--- src/hdl/wbps_pkg.sv ---
// ----------------------------------------------------------------------------
// wbps_pkg
// Shared types, constants and helpers for the wildcard byte pattern search.
// ----------------------------------------------------------------------------
package wbps_pkg;

    localparam int DEF_MAX_PATTERN = 32;
    localparam int DEF_COUNT_WIDTH = 32;
    localparam int ADDR_W          = 64;
    localparam int CFG_WORD_W      = 64;
    localparam int CFG_INDEX_W     = 3;
    localparam int PATTERN_WORDS   = 4;
    localparam int PATTERN_BITS    = PATTERN_WORDS * CFG_WORD_W;
    localparam int PATTERN_BYTES   = PATTERN_BITS / 8;
    localparam int LENGTH_W        = 6;

    localparam logic [7:0] WILDCARD = 8'h3F;

    typedef enum logic [CFG_INDEX_W-1:0] {
        REG_PATTERN_0_7   = 3'd0,
        REG_PATTERN_8_15  = 3'd1,
        REG_PATTERN_16_23 = 3'd2,
        REG_PATTERN_24_31 = 3'd3,
        REG_PATTERN_LEN   = 3'd4,
        REG_REGION_BASE   = 3'd5
    } cfg_reg_t;

    typedef struct packed {
        logic [PATTERN_BITS-1:0] pattern;
        logic [LENGTH_W-1:0]     length;
        logic [ADDR_W-1:0]       base;
    } cfg_t;

    typedef struct packed {
        logic [7:0] data_byte;
        logic       last_byte;
    } in_beat_t;

    typedef struct packed {
        logic              found;
        logic [ADDR_W-1:0] match_address;
    } out_beat_t;

    // Pattern byte i; positions beyond the configured words read as zero.
    function automatic logic [7:0] pattern_byte(input logic [PATTERN_BITS-1:0] pattern,
                                                input int i);
        logic [7:0] b;
        b = 8'h00;
        if (i < PATTERN_BYTES) begin
            b = pattern[8*i +: 8];
        end
        return b;
    endfunction

endpackage

--- src/hdl/wbps_cfg_regs.sv ---
// ----------------------------------------------------------------------------
// wbps_cfg_regs
// Configuration register file: pattern words, pattern length, region base.
// ----------------------------------------------------------------------------
module wbps_cfg_regs import wbps_pkg::*; (
    input  logic                   aclk,
    input  logic                   aresetn,
    input  logic                   cfg_valid,
    output logic                   cfg_ready,
    input  logic [CFG_INDEX_W-1:0] cfg_index,
    input  logic [CFG_WORD_W-1:0]  cfg_data,
    output cfg_t                   cfg
);

    logic [PATTERN_BITS-1:0] pattern_reg, pattern_next;
    logic [LENGTH_W-1:0]     length_reg, length_next;
    logic [ADDR_W-1:0]       base_reg, base_next;

    assign cfg_ready = 1'b1;

    always_comb begin
        pattern_next = pattern_reg;
        length_next  = length_reg;
        base_next    = base_reg;
        if (cfg_valid) begin
            unique case (cfg_reg_t'(cfg_index))
                REG_PATTERN_0_7:   pattern_next[0*CFG_WORD_W +: CFG_WORD_W] = cfg_data;
                REG_PATTERN_8_15:  pattern_next[1*CFG_WORD_W +: CFG_WORD_W] = cfg_data;
                REG_PATTERN_16_23: pattern_next[2*CFG_WORD_W +: CFG_WORD_W] = cfg_data;
                REG_PATTERN_24_31: pattern_next[3*CFG_WORD_W +: CFG_WORD_W] = cfg_data;
                REG_PATTERN_LEN:   length_next = cfg_data[LENGTH_W-1:0];
                REG_REGION_BASE:   base_next   = cfg_data;
                default: ;
            endcase
        end
    end

    always_ff @(posedge aclk) begin
        if (!aresetn) begin
            pattern_reg <= '0;
            length_reg  <= '0;
            base_reg    <= '0;
        end else begin
            pattern_reg <= pattern_next;
            length_reg  <= length_next;
            base_reg    <= base_next;
        end
    end

    assign cfg.pattern = pattern_reg;
    assign cfg.length  = length_reg;
    assign cfg.base    = base_reg;

endmodule

--- src/hdl/wbps_scan.sv ---
// ----------------------------------------------------------------------------
// wbps_scan
// Byte window, region counter and parallel wildcard compare of all positions.
// ----------------------------------------------------------------------------
module wbps_scan import wbps_pkg::*; #(
    parameter int MAX_PATTERN = DEF_MAX_PATTERN,
    parameter int COUNT_WIDTH = DEF_COUNT_WIDTH
) (
    input  logic      aclk,
    input  logic      aresetn,
    input  logic      step,
    input  in_beat_t  in_beat,
    input  cfg_t      cfg,
    output logic      res_valid,
    output out_beat_t res_beat
);

    localparam int LW = $clog2(MAX_PATTERN + 1);
    localparam int IW = (MAX_PATTERN > 1) ? $clog2(MAX_PATTERN) : 1;

    logic [7:0]             window_reg [MAX_PATTERN];
    logic [7:0]             window_next [MAX_PATTERN];
    logic [COUNT_WIDTH-1:0] count_reg, count_next, count_inc;
    logic                   reported_reg, reported_next;

    logic [7:0]             pat [MAX_PATTERN];
    logic [7:0]             aligned [MAX_PATTERN];
    logic [MAX_PATTERN-1:0] pos_ok;
    logic [LW-1:0]          len;
    logic [LW-1:0]          idx_full [MAX_PATTERN];
    logic                   seen_ok;
    logic                   hit;
    logic [COUNT_WIDTH-1:0] offset;

    always_comb begin
        if ({1'b0, cfg.length} > 7'(MAX_PATTERN)) begin
            len = LW'(MAX_PATTERN);
        end else begin
            len = LW'(cfg.length);
        end
    end

    always_comb begin
        window_next[0] = in_beat.data_byte;
        for (int k = 1; k < MAX_PATTERN; k++) begin
            window_next[k] = window_reg[k-1];
        end
    end

    // Pattern reversed so that byte len-1-k lines up with window slot k.
    always_comb begin
        for (int k = 0; k < MAX_PATTERN; k++) begin
            pat[k]      = pattern_byte(cfg.pattern, k);
            idx_full[k] = len - LW'(k) - LW'(1);
        end
        for (int k = 0; k < MAX_PATTERN; k++) begin
            aligned[k] = pat[idx_full[k][IW-1:0]];
            pos_ok[k]  = (LW'(k) >= len) || (aligned[k] == WILDCARD) ||
                         (aligned[k] == window_next[k]);
        end
    end

    assign count_inc = (&count_reg) ? count_reg : count_reg + COUNT_WIDTH'(1);
    assign seen_ok   = (count_inc >= COUNT_WIDTH'(len));
    assign hit       = !reported_reg && seen_ok && (&pos_ok);
    assign offset    = (len == '0) ? '0 : count_inc - COUNT_WIDTH'(len);

    always_comb begin
        res_valid              = hit || (!reported_reg && in_beat.last_byte);
        res_beat.found         = hit;
        res_beat.match_address = hit ? cfg.base + ADDR_W'(offset) : '0;
    end

    always_comb begin
        count_next    = count_reg;
        reported_next = reported_reg;
        if (step) begin
            if (in_beat.last_byte) begin
                count_next    = '0;
                reported_next = 1'b0;
            end else begin
                count_next    = count_inc;
                reported_next = reported_reg || hit;
            end
        end
    end

    always_ff @(posedge aclk) begin
        if (!aresetn) begin
            count_reg    <= '0;
            reported_reg <= 1'b0;
        end else begin
            count_reg    <= count_next;
            reported_reg <= reported_next;
        end
    end

    always_ff @(posedge aclk) begin
        if (step) begin
            window_reg <= window_next;
        end
    end

endmodule

--- src/hdl/wildcard_byte_pattern_search_top.sv ---
// ----------------------------------------------------------------------------
// wildcard_byte_pattern_search_top
// Streams a region byte by byte and reports the first wildcard pattern match.
//
//  channel  ports                          beat
//  input    s_valid s_ready s_data         one region byte, last-byte flag
//  result   m_valid m_ready m_data         found flag, match address
//  config   cfg_valid cfg_ready cfg_index  register index, 64-bit write data
//           cfg_data
//
// One byte per cycle while s_ready is high; a result shows on m_* in the cycle
// after the causing byte, via the window compare, address add and result reg.
// Reset is synchronous, active low; no clearing pass, ready right after reset.
// s_ready drops only while a result is held and m_ready is low.
// ----------------------------------------------------------------------------
module wildcard_byte_pattern_search_top import wbps_pkg::*; #(
    parameter int MAX_PATTERN = DEF_MAX_PATTERN,
    parameter int COUNT_WIDTH = DEF_COUNT_WIDTH
) (
    input  logic                   aclk,
    input  logic                   aresetn,
    input  logic                   s_valid,
    output logic                   s_ready,
    input  in_beat_t               s_data,
    output logic                   m_valid,
    input  logic                   m_ready,
    output out_beat_t              m_data,
    input  logic                   cfg_valid,
    output logic                   cfg_ready,
    input  logic [CFG_INDEX_W-1:0] cfg_index,
    input  logic [CFG_WORD_W-1:0]  cfg_data
);

    cfg_t      cfg;
    logic      step;
    logic      res_valid;
    out_beat_t res_beat;
    logic      out_valid_reg, out_valid_next;
    out_beat_t out_data_reg;

    wbps_cfg_regs u_cfg (
        .aclk      (aclk),
        .aresetn   (aresetn),
        .cfg_valid (cfg_valid),
        .cfg_ready (cfg_ready),
        .cfg_index (cfg_index),
        .cfg_data  (cfg_data),
        .cfg       (cfg)
    );

    wbps_scan #(
        .MAX_PATTERN (MAX_PATTERN),
        .COUNT_WIDTH (COUNT_WIDTH)
    ) u_scan (
        .aclk      (aclk),
        .aresetn   (aresetn),
        .step      (step),
        .in_beat   (s_data),
        .cfg       (cfg),
        .res_valid (res_valid),
        .res_beat  (res_beat)
    );

    assign s_ready = !out_valid_reg || m_ready;
    assign step    = s_valid && s_ready;

    always_comb begin
        if (step) begin
            out_valid_next = res_valid;
        end else if (m_ready) begin
            out_valid_next = 1'b0;
        end else begin
            out_valid_next = out_valid_reg;
        end
    end

    always_ff @(posedge aclk) begin
        if (!aresetn) begin
            out_valid_reg <= 1'b0;
        end else begin
            out_valid_reg <= out_valid_next;
        end
    end

    always_ff @(posedge aclk) begin
        if (step && res_valid) begin
            out_data_reg <= res_beat;
        end
    end

    assign m_valid = out_valid_reg;
    assign m_data  = out_data_reg;

endmodule
--- config.mk ---
export PLATFORM = sky130hd
export DESIGN_NAME = wildcard_byte_pattern_search_top
export DESIGN_NICKNAME = d
export VERILOG_FILES = /design/src/hdl/wbps_pkg.sv /design/src/hdl/wbps_cfg_regs.sv /design/src/hdl/wbps_scan.sv /design/src/hdl/wildcard_byte_pattern_search_top.sv
export SDC_FILE = /design/constraint.sdc
export NUM_CORES = 2
export LEC_CHECK = 0
export ABC_CLOCK_PERIOD_IN_PS = 8200
export BUFFER_PORTS_ARGS = -buffer_cell sky130_fd_sc_hd__buf_2
export CAP_MARGIN = 20
export CORE_UTILIZATION = 40
export DETAILED_ROUTE_END_ITERATION = 12
export MAX_ROUTING_LAYER = met4
export PLACE_DENSITY = 0.57
export SETUP_SLACK_MARGIN = 0.02
export SLEW_MARGIN = 20
export SYNTH_ARGS = -nofsm -noshare
export SYNTH_HDL_FRONTEND = slang
export SYNTH_HIERARCHICAL = 1
export SYNTH_SLANG_ARGS = --single-unit
export TNS_END_PERCENT = 5
--- constraint.sdc ---
create_clock -name aclk -period 8.2 [get_ports aclk]
set_input_delay 0 -clock aclk [delete_from_list [all_inputs] [get_ports aclk]]
set_output_delay 0 -clock aclk [all_outputs]
set_load 0.02 [all_outputs]
### Word level (Yosys, flattened, before mapping)

Cells that the tools add are included.

| word-level totals | value |
|---|---|
| bits in registers | 673 |
| bits in latches | 0 |
| RAM bits | 0 |
| ROM bits | 0 |
| bits of input ports | 81 |
| output and inout port bits | 68 |
| logic and storage cells | 462 |
| memories | 0 |

| operators by class | value |
|---|---|
| add/sub/neg operators | 65 |
| multipliers | 0 |
| divide/modulo/power cells | 0 |
| magnitude comparators | 66 |
| equal/unequal tests | 69 |
| shifts and indexed selects | 0 |
| multiplexer cells | 103 |
| bitwise logic cells | 32 |
| reduce and logical (&&, ||, !) cells | 85 |

Operators by type and width:

| cell | number |
|---|---|
| $bmux 8 s5 | 32 |
| $mux 8 | 64 |
| $eq 8x6->1 const B | 32 |
| $eq 8x8->1 | 32 |
| $ge 6x6->1 const B | 32 |
| $not 5->6 | 32 |
| $sub 5x1->5 const B | 32 |
| $ge 5x6->1 const A | 16 |
| $mux 32 | 3 |
| $sub 5x5->5 const B | 16 |
| $logic_or 1x1->1 | 67 |
| $add 64x32->64 | 1 |
| $reduce_and 32->1 | 2 |
| $ge 4x6->1 const A | 8 |
| $sub 5x4->5 const B | 8 |
| $add 32x1->32 const B | 1 |
| $ge 32x6->1 | 1 |
| $sub 32x6->32 | 1 |
| $ge 3x6->1 const A | 4 |
| $sub 5x3->5 const B | 4 |
| $ge 1x6->1 const A | 2 |
| $ge 2x6->1 const A | 2 |
| $reduce_and 2->1 | 6 |
| $sub 5x2->5 const B | 2 |
| other kinds (11) | 20 |

### Logic depth before layout (Yosys ltp)

| depth | value |
|---|---|
| word-level depth | 15 |
| gate-level depth with buffers | 39 |
| depth with buffers taken out | 32 |

### By module

The synthesis kept the hierarchy.

By module, submodules not included:

| module | instances | cells an instance | area each (sq um) | sequential area each (sq um) |
|---|---|---|---|---|
| wbps_scan | 1 | 4,594 | 42,002.8 | 8,107.8 |
| wbps_cfg_regs | 1 | 1,129 | 11,972.7 | 6,526.3 |
| wildcard_byte_pattern_search_top | 1 | 71 | 2,023.2 | 1,971.9 |

### Worst setup path after synthesis

No wires, ideal clock.

| timing | value |
|---|---|
| path kind | reg2reg |
| start point | register u_cfg.length_reg[0] |
| end point | register out_data_reg (netlist bit m_data[0]) (enable) |
| setup time | 401 ps |
| data arrival time | 7,294 ps |
| required time | 7,799 ps |
| path slack | 505 ps |
| stages on the path, launching flop included | 32 |
| buffers on the path | 16 |
| clock period less this slack | 7,695 ps |
| cells stage by stage | dfxtp_1 buf_4 nor2b_4 buf_6 buf_6 buf_6 buf_4 buf_4 buf_4 buf_2 buf_2 clkbuf_1 ha_1 clkbuf_1 buf_4 buf_4 buf_2 buf_1 a21oi_1 mux4_2 mux2i_1 xnor2_1 a22oi_1 a2111oi_0 a31o_2 o2111ai_1 nor4b_2 nand4_2 buf_6 o21ai_0 nand2_1 nor2b_4 |

| between the ends | value |
|---|---|
| longest elaborated chain between the ends | 15 |
| elaborated cells between the ends (all ways) | 358 |
| those cells by class | 62 x add/sub; 34 x order compare; 64 x eq/ne; 97 x mux; 32 x bitwise; 69 x reduce/logical |

Ends and longest elaborated chain:

| what | RTL line | source |
|---|---|---|
| start: declaration | wbps_cfg_regs.sv:16 | `logic [LENGTH_W-1:0] length_reg, length_next;` |
| start signal: assignment | wbps_cfg_regs.sv:45 | `length_reg <= length_next;` |
| $gt 6x6->1 | wbps_scan.sv:36 | `if ({1'b0, cfg.length} > 7'(MAX_PATTERN)) begin` |
| $mux 6 * | wbps_scan.sv:36 |  |
| $sub 5x1->5 (tied with other cells) | wbps_scan.sv:54 | `idx_full[k] = len - LW'(k) - LW'(1);` |
| $sub 5x1->5 | wbps_scan.sv:54 |  |
| $not 5->6 (not written as such) | wbps_scan.sv:57 | `aligned[k] = pat[idx_full[k][IW-1:0]];` |
| $bmux 8 s5 | wbps_scan.sv:57 |  |
| $mux 8 (not written as such) (2 in series) | wbps_scan.sv:57 |  |
| $eq 8x6->1 | wbps_scan.sv:58 | `pos_ok[k] = (LW'(k) >= len) \|\| (aligned[k] == WILDCARD) \|\|` |
| $logic_or 1x1->1 (2 in series) | wbps_scan.sv:58 |  |
| $reduce_and 32->1 | wbps_scan.sv:65 | `assign hit = !reported_reg && seen_ok && (&pos_ok);` |
| $logic_and 1x1->1 * | wbps_scan.sv:65 |  |
| $logic_or 1x1->1 * | wbps_scan.sv:69 | `res_valid = hit \|\| (!reported_reg && in_beat.last_byte);` |
| via res_valid | wildcard_byte_pattern_search_top.sv:36 | `logic res_valid;` |
| $logic_and 1x1->1 * | wildcard_byte_pattern_search_top.sv:86 | `if (step && res_valid) begin` |
| end signal: assignment | wildcard_byte_pattern_search_top.sv:87 | `out_data_reg <= res_beat;` |
| end: declaration | wildcard_byte_pattern_search_top.sv:39 | `out_beat_t out_data_reg;` |

Mark *: on every way through the listed nets, which the timed path passes. The rest lies on a longest branch. The select of a mux whose other input is x is not followed.
A chain may end at the register's enable or synchronous reset.

### Worst setup path after layout

| timing | value |
|---|---|
| start point | register u_scan.count_reg[0] |
| end point | register out_data_reg (netlist bit m_data[59]) (data pin) |

| between the ends | value |
|---|---|
| longest elaborated chain between the ends | 5 |
| elaborated cells between the ends (all ways) | 9 |
| those cells by class | 3 x add/sub; 1 x order compare; 2 x mux; 3 x reduce/logical |

Ends and longest elaborated chain:

| what | RTL line | source |
|---|---|---|
| start: declaration | wbps_scan.sv:23 | `logic [COUNT_WIDTH-1:0] count_reg, count_next, count_inc;` |
| start signal: assignment | wbps_scan.sv:93 | `count_reg <= count_next;` |
| $add 32x1->32 or $reduce_and 32->1 (tied branches) | wbps_scan.sv:63 | `assign count_inc = (&count_reg) ? count_reg : count_reg + COUNT_WIDTH'(1);` |
| $mux 32 * | wbps_scan.sv:63 |  |
| $sub 32x6->32 or $ge 32x6->1 (tied branches) | wbps_scan.sv:66, wbps_scan.sv:64 |  |
| $mux 32 or $logic_and 1x1->1 (tied branches) | wbps_scan.sv:66, wbps_scan.sv:65 |  |
| $add 64x32->64 or $logic_and 1x1->1 (tied branches) | wbps_scan.sv:71, wbps_scan.sv:65 |  |

Mark *: on every way between the ends. The rest lies on a longest branch, timed or not.

==> results.txt <==
The final routed DRC violation total was 0. The tools report the setup slack of the worst register-to-register path as 0.58 ns. The worst slew slack as a fraction of its limit came out at 9.54%. For the number of slew-limit violations in the final report, the log shows 0. The tools report the total global routing overflow as 0.

The number of global-route vias before repair is 49400. For the vias after detailed routing, the log shows 54000. Hold violation count in the final report: 0. The number of I/O port buffers is 147, and the max-cap violation count is 0.

Measured along the y axis, the die boundary spans 376 um. For the worst-skew pair, the clock arrives at the later sink with an insertion delay of 0.75 ns. Growth of design area from synthesis to finish: 12.8%.

The worst flop-to-flop path endpoint is m_data[59]. Clock tree synthesis inserted a total of 78 buffers. Using the TritonRoute via totals, the vias-per-cell ratio works out to 6.83.

Summed over all instances, the cell type with the most area after synthesis is edfxtp_1. Based on the critical path, the design can be clocked at up to 0.131 GHz. The number of synthesized register bits is 673. Synthesis produced a netlist with a net count of 5933.

The run gives 181 as the maximum number of pins on one net before global-route repair. The cell area after placement came out at 59400 um2. The tools report the total global-route track usage as 44.7%. The tools report the type of destination of the critical path as a flop. The count of different cell masters after synthesis is 106. Tracing the worst setup path back leads to its startpoint at u_scan/count_reg[0].

Dividing total power by cell area gives a power density of 154 nW/um2. The number of flops mapped to enable cells by yosys came out at 313. The critical register-to-register path startpoint is u_scan/count_reg[0]. The tree built by TritonCTS fans out to 673 sinks. Maximum clock insertion buffer count: 3.

Along the worst path, the maximum fanout reaches 11. The biggest cell delay along the critical path came out at 0.47 ns. The worst path arrival time was 8.22 ns; the antenna violation net count after detailed routing was 0. The worst-case vdd ir drop is 162 uV, and the setup-violating endpoint count in the final report is 0. 149 I/O pins were placed.

The min-delay analysis places its worst path in the category primary input to flop. For the total number of placement rows, the log shows 136. The cell area that synthesis handed to floorplanning was 56000 um2. The cell leakage power is 0.0243 uW, and the synthesized area divided by synthesized cell count is 9.66 um2. Setup repair after global routing left no endpoint under its margin.

The share of layout cells above drive strength 1 was 16.9%. Before antenna repair, the detailed router went through 9 iterations. By area the synthesized netlist is led by edfxtp_1 (17%), mux2i_1 (16%), dfxtp_1 (13%). The most used flip-flop cell after synthesis is dfxtp_1. The worst-path cell with the longest stage delay is or4_1. The initial antenna violation count was 25; the first-pass GRT wire length was 424000 um. The DRC violation total after the first TritonRoute iteration is 8194, and the sequential cell area fraction in the yosys report is 29.7%. The final net count was 6098; the total detailed-routing wirelength was 316000 um. The kind of start point of the critical path is a flop. Clock-pin slew was measured on the worst setup and hold paths at 0.06 ns. In the synthesized netlist the async set-or-reset flop fraction comes to 0%. The run gives 0 ns as the total negative slack. STA puts the critical path data required time at 8.79 ns. The congestion estimate from routability-driven global placement came to 1.17. The fraction of the cycle the final worst path needs works out to 93.0%.

The number of cells on the worst reg-to-reg path is 29. The clock tree skew after final layout was 0.0719 ns; the design area was 63200 um2. CTS placed an instance of clkbuf_16 at the clock tree root. The yosys synthesis warning count came out at 6. The floorplan die width is 376 um. The transition time of the tightest slew-check pin was 1.32 ns; the effective utilization at floorplan was 40.5%. The die outline area is 141000 um2. In this run the number of H-tree levels came out at 3. The capture point of the worst path is m_data[59]. The area of the core region is 138000 um2, and the share of the synthesized area in the top cell type is 16.8%. The flow ran to the end, and the final reports show no timing, DRC or antenna violations. The tools report the cell count after synthesis as 5794. TritonCTS built the clock tree.

Dividing the detail-routed wire length by the instance count gives 39.9 um. For the half-perimeter wire length after detailed placement, the log shows 251000 um. The library cells used most frequently in the layout, excluding fill and tap cells, are mux2i_1 (904), nand2_1 (672), dfxtp_1 (357), edfxtp_1 (313), nor2_1 (302). The register with the most flip-flops in the layout has 256 of them. Counting I/O delays and the setup requirement, the final critical path takes 7.62 ns. Leaving out fill and tap cells, the most frequent cell in the layout is mux2i_1. By startpoint and endpoint, the worst setup path is classified as flop to flop.
cell type report:
class                           count  area [um2]
Clock buffer                       97        2140
Clock inverter                     48         621
Antenna cell                       25        62.6
Sequential cell                   673       16600
Tap cell                         1863        2330
Timing Repair Buffer              511        3920
Inverter                           57         220
Multi-Input combinational cell   4638       37200
Fill cell                       13300       75000
where the power goes:
group | total (uW) | switching [uW] | internal (uW)
combinational | 1970 | 1300 | 671
sequential | 3980 | 278 | 3700
clock | 3770 | 1620 | 2150
total | 9720 | 3200 | 6520
worst min-delay path by stage:
stage              start                      end  slack, ns  depth (start not counted)
2_1_floorplan  s_data[1]  u_scan/window_next[240]        0.1                          0
3_3_place_gp   s_data[2]  u_scan/window_next[241]       0.21                          1
3_5_place_dp   s_data[2]  u_scan/window_next[241]       0.22                          1
4_1_cts        s_data[4]  u_scan/window_next[243]     0.0006                          2
5_1_grt        s_data[3]  u_scan/window_next[242]       0.03                          2
6_report       s_data[3]  u_scan/window_next[242]       0.05                          2
cells in the mapped netlist (23+ instances only):
cell and number:
a2111oi_0 23, a211oi_1 43, a21o_1 36, a21oi_1 192
a22oi_1 75, a2bb2oi_1 57, a31oi_1 42, and2_1 51
and3_1 55, and4_1 24, buf_1 48, buf_2 137
buf_4 33, buf_6 30, clkbuf_1 171, dfxtp_1 360
edfxtp_1 313, ha_1 56, inv_1 47, mux2_2 72
mux2i_1 907, mux4_2 261, nand2_1 672, nand2b_1 35
nand3_1 164, nand4_1 68, nor2_1 304, nor2b_1 63
nor3_1 109, nor3b_1 48, nor4_1 57, o211ai_1 45
o21a_1 23, o21ai_0 182, o22a_1 28, o22ai_1 81
o31ai_1 26, or2_2 24, or3_1 33, xnor2_1 231
xor2_1 199
metal layers:
metal / up-vias / GRT usage [%] / wire length [um]
met4: 0 / 34.4 / 30500
met5: - / - / 0
met1: 27000 / 54.3 / 119000
li1: 22400 / - / -
met3: 947 / 11.4 / 35000
met2: 3667 / 63.2 / 131000
critical path: cells and delay by family, from the launching register on:
family,cells,cell delay (ns)
xor gates and xnor gates,2,0.43
and+or+nand+nor,12,2.75
adders and majority gates,4,1.22
buffers and inverters,1,0.06
muxes,1,0.29
AOI/OAI and AO/OA,9,2.27
DFF,1,0.42
repair_timing:
action / 4_1_cts / 5_1_grt
endpoints found under the hold margin: 392 / 0
endpoints found under the setup margin: 0 / 18
hold buffers: 83 / 0
gates resized for setup: 0 / 3
buffers inserted: 0 / 8
stage by stage:
step | total power [uW] | setup slack [ns] | util [%] | cells | hold WS (ns)
2_1_floorplan | 4980 | 0.505 | - | 5794 | 0.0989
3_3_place_gp | 5880 | 0.243 | 43.0 | 7649 | 0.207
3_5_place_dp | 5880 | 0.133 | 43.0 | 7650 | 0.215
4_1_cts | 9670 | 0.0828 | 45.6 | 7878 | 0.000601
5_1_grt | 9910 | 0.00987 | 45.7 | 7898 | 0.0347
6_report | 9720 | 0.578 | 45.7 | 7912 | 0.0463
kinds of logic after synthesis:
| group | synth area share, % |
|---|---|
| adder cells (fa/ha/maj) | 1.32 |
| multiplexers | 28.2 |
| XOR/XNOR | 6.78 |
| buffers and inverters | 4.37 |
| AND/OR/NAND/NOR | 15.9 |
| flip-flops | 29.7 |
| AO/OA/AOI/OAI | 13.8 |
| other | 0.00670 |
No activity file was read; power rests on OpenSTA's default activity.
